## src/hdl/skf_pkg.sv

```systemverilog
// Shared constants and controller/datapath handshake types for the scalar Kalman filter.
package skf_pkg;

  // Default fixed-point formats
  localparam int unsigned FRAC_BITS_DEF    = 16;
  localparam int unsigned SAMPLE_WIDTH_DEF = 16;

  // Covariance and configuration word sizes
  localparam int unsigned COV_W      = 32;
  localparam int unsigned CFG_DATA_W = 32;
  localparam int unsigned CFG_ADDR_W = 2;

  // Register indexes
  localparam logic [CFG_ADDR_W-1:0] REG_PROCESS_NOISE      = 2'd0;
  localparam logic [CFG_ADDR_W-1:0] REG_MEASUREMENT_NOISE  = 2'd1;
  localparam logic [CFG_ADDR_W-1:0] REG_INITIAL_ESTIMATE   = 2'd2;
  localparam logic [CFG_ADDR_W-1:0] REG_INITIAL_COVARIANCE = 2'd3;

  // Register reset values
  localparam logic [COV_W-1:0] PROCESS_NOISE_RST      = 32'd65;
  localparam logic [COV_W-1:0] MEASUREMENT_NOISE_RST  = 32'd65536;
  localparam logic [COV_W-1:0] INITIAL_COVARIANCE_RST = 32'd65536;

  // Commands from the controller to the datapath
  typedef struct packed {
    logic capture;   // latch the accepted input item
    logic predict;   // apply restart, form predicted covariance and divisor
    logic div_step;  // one restoring division step of the gain
    logic multiply;  // form both gain products
    logic update;    // write back estimate and covariance
    logic out_load;  // round estimate into the output register
  } skf_cmd_t;

  // Status from the datapath to the controller
  typedef struct packed {
    logic div_last;  // current division step is the last one
    logic out_free;  // output register can take a new item this cycle
  } skf_stat_t;

endpackage

```

## src/hdl/skf_dp.sv

```systemverilog
// Datapath: configuration registers, filter state, gain divider, multipliers, output register.
module skf_dp
  import skf_pkg::*;
#(
  parameter int unsigned FRAC_BITS    = FRAC_BITS_DEF,
  parameter int unsigned SAMPLE_WIDTH = SAMPLE_WIDTH_DEF
) (
  input  logic                    clk_i,
  input  logic                    rst_ni,
  // configuration writes
  input  logic                    cfg_we_i,
  input  logic [CFG_ADDR_W-1:0]   cfg_addr_i,
  input  logic [CFG_DATA_W-1:0]   cfg_wdata_i,
  // input item
  input  logic [SAMPLE_WIDTH-1:0] meas_i,
  input  logic                    restart_i,
  // control
  input  skf_cmd_t                cmd_i,
  output skf_stat_t               stat_o,
  // output item
  input  logic                    out_ready_i,
  output logic                    out_valid_o,
  output logic [SAMPLE_WIDTH-1:0] filt_est_o
);

  localparam int unsigned EST_W  = SAMPLE_WIDTH + FRAC_BITS;
  localparam int unsigned DIFF_W = EST_W + 1;
  localparam int unsigned GAIN_W = FRAC_BITS + 1;
  localparam int unsigned PE_W   = DIFF_W + GAIN_W + 1;
  localparam int unsigned PC_W   = COV_W + GAIN_W;
  localparam int unsigned DEN_W  = COV_W + 1;
  localparam int unsigned CNT_W  = $clog2(FRAC_BITS + 1);

  localparam logic [COV_W-1:0]  COV_ONE  = COV_W'(1) << FRAC_BITS;
  localparam logic [GAIN_W-1:0] GAIN_ONE = GAIN_W'(1) << FRAC_BITS;
  localparam logic [EST_W:0]    EST_HALF = (EST_W + 1)'(1) << (FRAC_BITS - 1);

  // Configuration registers
  logic [COV_W-1:0]        pn_q, mn_q, init_cov_q;
  logic [SAMPLE_WIDTH-1:0] init_est_q;

  // Filter state
  logic [EST_W-1:0] est_q, est_d;
  logic [COV_W-1:0] cov_q, cov_d;

  // Captured item
  logic [SAMPLE_WIDTH-1:0] meas_q;
  logic                    restart_q;

  // Prediction and divider registers
  logic [COV_W-1:0]  p_q;
  logic [DEN_W-1:0]  den_q;
  logic [DEN_W-1:0]  rem_q;
  logic              nbit_q;
  logic [GAIN_W-1:0] quo_q;
  logic [CNT_W-1:0]  cnt_q;

  // Product registers
  logic signed [PE_W-1:0] prod_e_q;
  logic [PC_W-1:0]        prod_c_q;

  // Output register
  logic                    out_valid_q;
  logic [SAMPLE_WIDTH-1:0] filt_est_q, filt_est_d;

  // Write configuration registers
  always_ff @(posedge clk_i or negedge rst_ni) begin
    if (!rst_ni) begin
      pn_q       <= PROCESS_NOISE_RST;
      mn_q       <= MEASUREMENT_NOISE_RST;
      init_est_q <= '0;
      init_cov_q <= INITIAL_COVARIANCE_RST;
    end else if (cfg_we_i) begin
      unique case (cfg_addr_i)
        REG_PROCESS_NOISE:      pn_q       <= cfg_wdata_i;
        REG_MEASUREMENT_NOISE:  mn_q       <= cfg_wdata_i;
        REG_INITIAL_ESTIMATE:   init_est_q <= cfg_wdata_i[SAMPLE_WIDTH-1:0];
        REG_INITIAL_COVARIANCE: init_cov_q <= cfg_wdata_i;
        default: ;
      endcase
    end
  end

  // Capture the accepted item
  always_ff @(posedge clk_i) begin
    if (cmd_i.capture) begin
      meas_q    <= meas_i;
      restart_q <= restart_i;
    end
  end

  // Predicted covariance, saturated, and the gain divisor
  logic [COV_W-1:0] cov_src;
  logic [COV_W:0]   p_sum;
  logic [COV_W-1:0] p_sat;
  logic [DEN_W-1:0] den_sum;

  assign cov_src = restart_q ? init_cov_q : cov_q;
  assign p_sum   = {1'b0, cov_src} + {1'b0, pn_q};
  assign p_sat   = p_sum[COV_W] ? '1 : p_sum[COV_W-1:0];
  assign den_sum = {1'b0, p_sat} + {1'b0, mn_q};

  // Restoring division step for gain = P * 2^F / den
  logic [DEN_W:0]   trial;
  logic [DEN_W:0]   trial_sub;
  logic             trial_ge;

  assign trial     = {rem_q, nbit_q};
  assign trial_ge  = trial >= {1'b0, den_q};
  assign trial_sub = trial - {1'b0, den_q};

  always_ff @(posedge clk_i) begin
    if (cmd_i.predict) begin
      p_q    <= p_sat;
      den_q  <= den_sum;
      rem_q  <= {1'b0, p_sat} >> 1;
      nbit_q <= p_sat[0];
      cnt_q  <= CNT_W'(FRAC_BITS);
    end else if (cmd_i.div_step) begin
      rem_q  <= trial_ge ? trial_sub[DEN_W-1:0] : trial[DEN_W-1:0];
      quo_q  <= {quo_q[GAIN_W-2:0], trial_ge};
      nbit_q <= 1'b0;
      cnt_q  <= cnt_q - CNT_W'(1);
    end
  end

  assign stat_o.div_last = (cnt_q == '0);

  // Gain and the two products
  logic [GAIN_W-1:0]        gain;
  logic signed [DIFF_W-1:0] diff;

  assign gain = (den_q == '0) ? '0 : quo_q;
  assign diff = signed'({meas_q[SAMPLE_WIDTH-1], meas_q, {FRAC_BITS{1'b0}}})
              - signed'({est_q[EST_W-1], est_q});

  always_ff @(posedge clk_i) begin
    if (cmd_i.multiply) begin
      prod_e_q <= PE_W'(diff) * PE_W'(signed'({1'b0, gain}));
      prod_c_q <= PC_W'(GAIN_ONE - gain) * PC_W'(p_q);
    end
  end

  // Next estimate and covariance
  always_comb begin
    est_d = est_q;
    cov_d = cov_q;
    if (cmd_i.predict && restart_q) begin
      est_d = {init_est_q, {FRAC_BITS{1'b0}}};
    end else if (cmd_i.update) begin
      est_d = est_q + prod_e_q[FRAC_BITS +: EST_W];
      cov_d = prod_c_q[FRAC_BITS +: COV_W];
    end
  end

  always_ff @(posedge clk_i or negedge rst_ni) begin
    if (!rst_ni) begin
      est_q <= '0;
      cov_q <= COV_ONE;
    end else begin
      est_q <= est_d;
      cov_q <= cov_d;
    end
  end

  // Round to nearest, ties up, and saturate at the top
  logic [EST_W:0]        est_rnd;
  logic [SAMPLE_WIDTH:0] est_int;

  assign est_rnd = {est_q[EST_W-1], est_q} + EST_HALF;
  assign est_int = est_rnd[FRAC_BITS +: SAMPLE_WIDTH + 1];

  always_comb begin
    if (!est_int[SAMPLE_WIDTH] && est_int[SAMPLE_WIDTH-1]) begin
      filt_est_d = {1'b0, {(SAMPLE_WIDTH - 1){1'b1}}};
    end else begin
      filt_est_d = est_int[SAMPLE_WIDTH-1:0];
    end
  end

  // Hold the result until the output side takes it
  always_ff @(posedge clk_i or negedge rst_ni) begin
    if (!rst_ni) begin
      out_valid_q <= 1'b0;
    end else if (cmd_i.out_load) begin
      out_valid_q <= 1'b1;
    end else if (out_ready_i) begin
      out_valid_q <= 1'b0;
    end
  end

  always_ff @(posedge clk_i) begin
    if (cmd_i.out_load) begin
      filt_est_q <= filt_est_d;
    end
  end

  assign stat_o.out_free = !out_valid_q || out_ready_i;
  assign out_valid_o     = out_valid_q;
  assign filt_est_o      = filt_est_q;

endmodule

```

## src/hdl/skf_ctrl.sv

```systemverilog
// Controller: sequences one filter step through predict, divide, multiply, update and output.
module skf_ctrl
  import skf_pkg::*;
(
  input  logic      clk_i,
  input  logic      rst_ni,
  input  logic      in_valid_i,
  output logic      in_ready_o,
  input  skf_stat_t stat_i,
  output skf_cmd_t  cmd_o
);

  localparam logic [2:0] ST_IDLE = 3'd0;
  localparam logic [2:0] ST_PRED = 3'd1;
  localparam logic [2:0] ST_DIV  = 3'd2;
  localparam logic [2:0] ST_MUL  = 3'd3;
  localparam logic [2:0] ST_UPD  = 3'd4;
  localparam logic [2:0] ST_OUT  = 3'd5;

  logic [2:0] state_q, state_d;

  assign in_ready_o = (state_q == ST_IDLE);

  // Next state and commands
  always_comb begin
    state_d = state_q;
    cmd_o   = '0;
    unique case (state_q)
      ST_IDLE: begin
        if (in_valid_i) begin
          cmd_o.capture = 1'b1;
          state_d       = ST_PRED;
        end
      end
      ST_PRED: begin
        cmd_o.predict = 1'b1;
        state_d       = ST_DIV;
      end
      ST_DIV: begin
        cmd_o.div_step = 1'b1;
        if (stat_i.div_last) begin
          state_d = ST_MUL;
        end
      end
      ST_MUL: begin
        cmd_o.multiply = 1'b1;
        state_d        = ST_UPD;
      end
      ST_UPD: begin
        cmd_o.update = 1'b1;
        state_d      = ST_OUT;
      end
      ST_OUT: begin
        if (stat_i.out_free) begin
          cmd_o.out_load = 1'b1;
          state_d        = ST_IDLE;
        end
      end
      default: begin
        state_d = ST_IDLE;
      end
    endcase
  end

  always_ff @(posedge clk_i or negedge rst_ni) begin
    if (!rst_ni) begin
      state_q <= ST_IDLE;
    end else begin
      state_q <= state_d;
    end
  end

endmodule

```

## src/hdl/scalar_kalman_filter.sv

```systemverilog
// An accepted item goes through prediction, gain division (one quotient bit per cycle),
// multiply, update and the output load, which waits for a free output register; until then
// no input is accepted. The next item is accepted while the previous result still waits in
// the output register. Reset (rst_ni low, asynchronous): configuration registers take
// their reset values, the estimate is zero, covariance is one, no result is pending.
module scalar_kalman_filter
  import skf_pkg::*;
#(
  parameter int unsigned FRAC_BITS    = FRAC_BITS_DEF,
  parameter int unsigned SAMPLE_WIDTH = SAMPLE_WIDTH_DEF
) (
  input  logic                                    clk_i,
  input  logic                                    rst_ni,
  // configuration write channel
  input  logic                                    cfg_valid_i,
  output logic                                    cfg_ready_o,
  input  logic [CFG_ADDR_W-1:0]                   cfg_addr_i,
  input  logic [CFG_DATA_W-1:0]                   cfg_wdata_i,
  // input stream
  input  logic                                    s_axis_tvalid_i,
  output logic                                    s_axis_tready_o,
  input  logic [((SAMPLE_WIDTH + 7) / 8) * 8-1:0] s_axis_tdata_i,  // measurement
  input  logic                                    s_axis_tuser_i,  // restart
  // output stream
  output logic                                    m_axis_tvalid_o,
  input  logic                                    m_axis_tready_i,
  output logic [((SAMPLE_WIDTH + 7) / 8) * 8-1:0] m_axis_tdata_o   // filtered_estimate
);

  localparam int unsigned TDATA_W = ((SAMPLE_WIDTH + 7) / 8) * 8;

  skf_cmd_t                cmd;
  skf_stat_t               stat;
  logic                    in_accept;
  logic [SAMPLE_WIDTH-1:0] filt_est;

  assign cfg_ready_o = 1'b1;
  assign in_accept   = s_axis_tvalid_i && s_axis_tready_o;

  // Step sequencing
  skf_ctrl u_ctrl (
    .clk_i      (clk_i),
    .rst_ni     (rst_ni),
    .in_valid_i (s_axis_tvalid_i),
    .in_ready_o (s_axis_tready_o),
    .stat_i     (stat),
    .cmd_o      (cmd)
  );

  // Arithmetic and state
  skf_dp #(
    .FRAC_BITS    (FRAC_BITS),
    .SAMPLE_WIDTH (SAMPLE_WIDTH)
  ) u_dp (
    .clk_i       (clk_i),
    .rst_ni      (rst_ni),
    .cfg_we_i    (cfg_valid_i && cfg_ready_o),
    .cfg_addr_i  (cfg_addr_i),
    .cfg_wdata_i (cfg_wdata_i),
    .meas_i      (s_axis_tdata_i[SAMPLE_WIDTH-1:0]),
    .restart_i   (s_axis_tuser_i),
    .cmd_i       (cmd),
    .stat_o      (stat),
    .out_ready_i (m_axis_tready_i),
    .out_valid_o (m_axis_tvalid_o),
    .filt_est_o  (filt_est)
  );

  assign m_axis_tdata_o = TDATA_W'(filt_est);

  // Controller never loads the output register while it is still occupied
  assert property (@(posedge clk_i) disable iff (!rst_ni)
    cmd.out_load |-> stat.out_free)
    else $error("output register overwritten");

  // At most one step command is active in a cycle
  assert property (@(posedge clk_i) disable iff (!rst_ni)
    $onehot0({cmd.capture, cmd.predict, cmd.div_step, cmd.multiply, cmd.update, cmd.out_load}))
    else $error("overlapping datapath commands");

  // An accepted item blocks further input and starts prediction next cycle
  assert property (@(posedge clk_i) disable iff (!rst_ni)
    in_accept |=> (!s_axis_tready_o && cmd.predict))
    else $error("input accepted while step in progress");

  // The capture command coincides exactly with an input accept
  assert property (@(posedge clk_i) disable iff (!rst_ni)
    cmd.capture == in_accept)
    else $error("capture out of step with input handshake");

endmodule
```

## config.mk

```make
export PLATFORM = sky130hd
export DESIGN_NAME = scalar_kalman_filter
export DESIGN_NICKNAME = d
export VERILOG_FILES = /design/src/hdl/skf_pkg.sv /design/src/hdl/skf_dp.sv /design/src/hdl/skf_ctrl.sv /design/src/hdl/scalar_kalman_filter.sv
export SDC_FILE = /design/constraint.sdc
export NUM_CORES = 2
export LEC_CHECK = 0
export ABC_AREA = 0
export BUFFER_PORTS_ARGS = -buffer_cell sky130_fd_sc_hd__clkbuf_2
export CAP_MARGIN = 20
export CORE_MARGIN = 5
export CORE_UTILIZATION = 38
export CTS_BUF_LIST = sky130_fd_sc_hd__clkbuf_16
export DETAILED_ROUTE_END_ITERATION = 12
export PLACE_DENSITY = 0.54
export SETUP_SLACK_MARGIN = 0.4
export SYNTH_ARGS = -nofsm -noshare
export SYNTH_HDL_FRONTEND = slang
export SYNTH_SLANG_ARGS = --single-unit
```

## constraint.sdc

```tcl
create_clock -name clk_i -period 26.5 [get_ports clk_i]
set_input_delay 3.975 -clock clk_i [delete_from_list [all_inputs] [get_ports clk_i]]
set_output_delay 3.975 -clock clk_i [all_outputs]
set_load 0.01 [all_outputs]
```

==> out/qor.log <==
[outcome] status finished clean
[sta] number of endpoints with negative hold slack in the final report 0
[floorplanning] Core Area 162000 µm²
[detailed_routing] Pre-antenna DRT Iters 6
[detailed_routing] wire length per cell 19.8 µm
[yosys] Async S/R FF share, synth 0.452
[sta] number of max-slew violations in the final report 0
[worst_setup_path] CP Data Arrival Time 11770 ps
[sta] worst hold slack across all endpoints 435 ps
[yosys] instance count of the mapped netlist 6397
[detailed_routing] final routed DRC violation total 0
[yosys] Post-Synthesis Mean Instance Area 9.68 µm²
[worst_setup_path] delay of the slowest critical-path stage 550 ps
[detailed_routing] detailed-route via count 43900
[worst_setup_path] peak fanout along the critical path 67
[worst_setup_path] cell with the biggest individual delay on the critical path sky130_fd_sc_hd__or4_4
[sta] slew at the pin with the worst max-slew slack 1120 ps
[worst_setup_path] nature of the critical path startpoint flip-flop
[global_route] Overflow after GRT 0
[yosys] EDFF count, synth 211
[detailed_routing] final WL 170000 µm
[sta] clock tree skew after final layout 32.1 ps
[clock_tree] Skew-Pair Late Insertion Delay 620 ps
[global_route] number of antenna violations at the first check in global routing 3
[yosys] synthesized cell area 61900 µm²
[worst_hold_path] path type of the worst min-delay path flip-flop to flip-flop
[placement] detailed placement HPWL 133000 µm
[clock_tree] Clock transition at path regs 70 ps
[yosys] synthesis-stage register bit count 398
[layout] final core area utilization 0.409
[sta] Slew headroom 0.248
[sta] number of setup violations in the final report 0
[worst_setup_path] kind of capture point of the worst setup path flip-flop
[global_route] via count of the first global-routing pass 47400
[placement] number of I/O port buffers 73
[floorplanning] Core Rows 148
[layout] Layout Area Growth over Synthesis 7.28%
[clock_tree] clock tree root driver cell sky130_fd_sc_hd__clkbuf_16
[sta] maximum operating frequency 87.6 MHz
[floorplanning] ports placed on the boundary 75
[clock_tree] total of cells resized after clock tree synthesis 0
[global_route] largest net degree at the start of global routing 77
[worst_setup_path] Setup Crit Path Kind flip-flop to flip-flop
[sta] TNS Setup 0 ps
[detailed_routing] vias per inst 5.12
[worst_setup_path] Data required, critical path 26860 ps
[clock_tree] CTS tree yes
[detailed_routing] First DRT Iteration DRCs 2830
[yosys] leading register cell type out of synthesis sky130_fd_sc_hd__edfxtp_1
[floorplanning] die area 171000 µm²
[yosys] total number of yosys warnings 0
[sta] final period demand of the worst path 11410 ps
[placement] weighted congestion reported at the end of routability-driven placement 0.880
[clock_tree] CTS H-tree lvls 2
[floorplanning] Die W 414 µm
[clock_tree] CTS max path bufs 3
[job] Max-cap violations 0
[clock_tree] Inserted Clock Buffers 47
[floorplanning] die outline height 414 µm
[sta] unrepaired setup endpoints after global routing no
[yosys] number of distinct library cells after synthesis 105
[global_route] global-route wire length before repair 275000 µm
[yosys] post-synth net total 7998
[worst_setup_path] Crit path top cell by count sky130_fd_sc_hd__fa_1
[layout] final net count 7954
[yosys] sequential area share after synthesis 0.177
[clock_tree] post-cts hold buffer count 0
[global_route] Tot GR Track Use 0.205
[clock_tree] Sinks on Clock Net 398
[sta] period utilization 0.431
[detailed_routing] number of routed nets with antenna violations 0
[layout] fraction of final layout cells with drive strength greater than 1 0.0734
[floorplanning] starting density of the core 0.381
[clock_tree] post-CTS setup buffer count 0
kinds of logic (layout without fill, tap and decap cells):
kind of cell	count (synthesis)	in the layout	synth area share
simple gates	1891	1891	0.143
fa+ha+maj	1551	1551	0.451
buf+inv	1424	1419	0.0872
compound gates	672	672	0.0703
flops	398	398	0.177
xor+xnor	305	305	0.0433
mux	155	155	0.0281
other cells	1	4	0.0000605
routing by layer:
| layer | up-vias | track usage | wire length, µm |
|---|---|---|---|
| li1 | 19800 | - | - |
| met1 | 22900 | 0.295 | 78200 |
| met2 | 1017 | 0.340 | 80300 |
| met3 | 158 | 0.0183 | 7780 |
| met4 | 0 | 0.0441 | 3710 |
| met5 | - | 0 | 0 |
state kept, by name (all words and copies together) (netlist names), 32 cells and up:
name	cells
u_dp.den_q	33
u_dp.rem_q	33
u_dp.cov_q	32
u_dp.est_q	32
u_dp.init_cov_q	32
u_dp.mn_q	32
u_dp.p_q	32
u_dp.pn_q	32
u_dp.prod_c_q	32
u_dp.prod_e_q	32
cell usage after synthesis (66+ instances only):
| cell type | instances | area [µm²] |
|---|---|---|
| sky130_fd_sc_hd__ha_1 | 407 | 5090 |
| sky130_fd_sc_hd__inv_1 | 1166 | 4380 |
| sky130_fd_sc_hd__a21o_1 | 106 | 796 |
| sky130_fd_sc_hd__o21ai_0 | 133 | 666 |
| sky130_fd_sc_hd__fa_1 | 1138 | 22800 |
| sky130_fd_sc_hd__xor2_1 | 100 | 876 |
| sky130_fd_sc_hd__a21oi_1 | 179 | 896 |
| sky130_fd_sc_hd__dfrtp_1 | 175 | 4380 |
| sky130_fd_sc_hd__xnor2_1 | 204 | 1790 |
| sky130_fd_sc_hd__mux2_2 | 147 | 1660 |
| sky130_fd_sc_hd__clkbuf_1 | 233 | 875 |
| sky130_fd_sc_hd__nand3_1 | 66 | 330 |
| sky130_fd_sc_hd__nor2_1 | 306 | 1150 |
| sky130_fd_sc_hd__edfxtp_1 | 211 | 6340 |
| sky130_fd_sc_hd__nand2_1 | 869 | 3260 |
| sky130_fd_sc_hd__and2_1 | 342 | 2140 |
final timing paths:
| path | from | end | slack, ps | cells after the start |
|---|---|---|---|---|
| max in group asynchronous | rst_ni | u_dp.est_q[19]$_DFFE_PN0P_ | 21100 | 3 |
| max | u_dp.den_q[15]$_DFFE_PP_ | u_dp.prod_c_q[47]$_DFFE_PN_ | 15090 | 37 |
| min in group asynchronous | rst_ni | u_dp.cov_q[29]$_DFFE_PN0P_ | 3400 | 1 |
| min reg2reg | u_dp.prod_c_q[27]$_DFFE_PN_ | u_dp.cov_q[11]$_DFFE_PN0P_ | 430 | 2 |
| max reg2reg | u_dp.den_q[15]$_DFFE_PP_ | u_dp.prod_c_q[47]$_DFFE_PN_ | 15090 | 37 |
| min | u_dp.prod_c_q[27]$_DFFE_PN_ | u_dp.cov_q[11]$_DFFE_PN0P_ | 430 | 2 |
cell usage in the layout, fill, tap and decap left out, types with 8 or more instances in the layout:
cell and instances:
sky130_fd_sc_hd__nand2b_1 40, sky130_fd_sc_hd__dfrtp_1 175, sky130_fd_sc_hd__inv_1 1173, sky130_fd_sc_hd__o21a_1 31, sky130_fd_sc_hd__a21oi_1 177, sky130_fd_sc_hd__buf_4 87, sky130_fd_sc_hd__nor4_1 19, sky130_fd_sc_hd__and3_1 62
sky130_fd_sc_hd__nor2_1 299, sky130_fd_sc_hd__clkbuf_16 49, sky130_fd_sc_hd__and2_1 338, sky130_fd_sc_hd__nand4_1 22, sky130_fd_sc_hd__nand3_1 65, sky130_fd_sc_hd__o211ai_1 14, sky130_fd_sc_hd__o21ai_0 133, sky130_fd_sc_hd__edfxtp_1 211
sky130_fd_sc_hd__ha_1 407, sky130_fd_sc_hd__a31oi_1 39, sky130_fd_sc_hd__fa_1 1138, sky130_fd_sc_hd__xnor2_1 199, sky130_fd_sc_hd__o21ai_1 11, sky130_fd_sc_hd__mux2_2 147, sky130_fd_sc_hd__or3_1 17, sky130_fd_sc_hd__nand2_1 865
sky130_fd_sc_hd__xor2_1 96, sky130_fd_sc_hd__a21o_1 106, sky130_fd_sc_hd__nand3b_1 8, sky130_fd_sc_hd__a211oi_1 21, sky130_fd_sc_hd__nor2b_1 41, sky130_fd_sc_hd__nor3_1 60, sky130_fd_sc_hd__a211o_1 9, sky130_fd_sc_hd__clkinv_2 11
sky130_fd_sc_hd__a22oi_1 16, sky130_fd_sc_hd__o21bai_1 26, sky130_fd_sc_hd__clkbuf_2 72
per-stage QoR:
stage	instances	setup WS (ps)	instance area (µm²)
2_1_floorplan	6397	16580	61900
3_3_place_gp	8475	15300	64800
3_5_place_dp	8476	15150	64900
4_1_cts	8564	15090	66400
5_1_grt	8567	14540	66400
6_report	8570	15090	66500
critical path, delay by kind of cell, from the launching register on:
family | cells | cell delay (ps)
AND/OR/NAND/NOR | 7 | 2080
XOR/XNOR | 2 | 280
buffers and inverters | 8 | 1100
AO/OA/AOI/OAI | 10 | 2510
adder cells (fa/ha/maj) | 10 | 4590
flip-flops | 1 | 390
final cells by class:
| class | count | area [µm²] |
|---|---|---|
| Antenna cell | 3 | 7.51 |
| Multi-Input combinational cell | 4575 | 45700 |
| Timing Repair Buffer | 163 | 1090 |
| Clock buffer | 49 | 1230 |
| Tap cell | 2175 | 2720 |
| Inverter | 1168 | 4390 |
| Fill cell | 16100 | 95900 |
| Clock inverter | 39 | 322 |
| Sequential cell | 398 | 11000 |
Power is not shown: default switching activity piles up to over one toggle a cycle in this logic, so the estimate is an artifact.
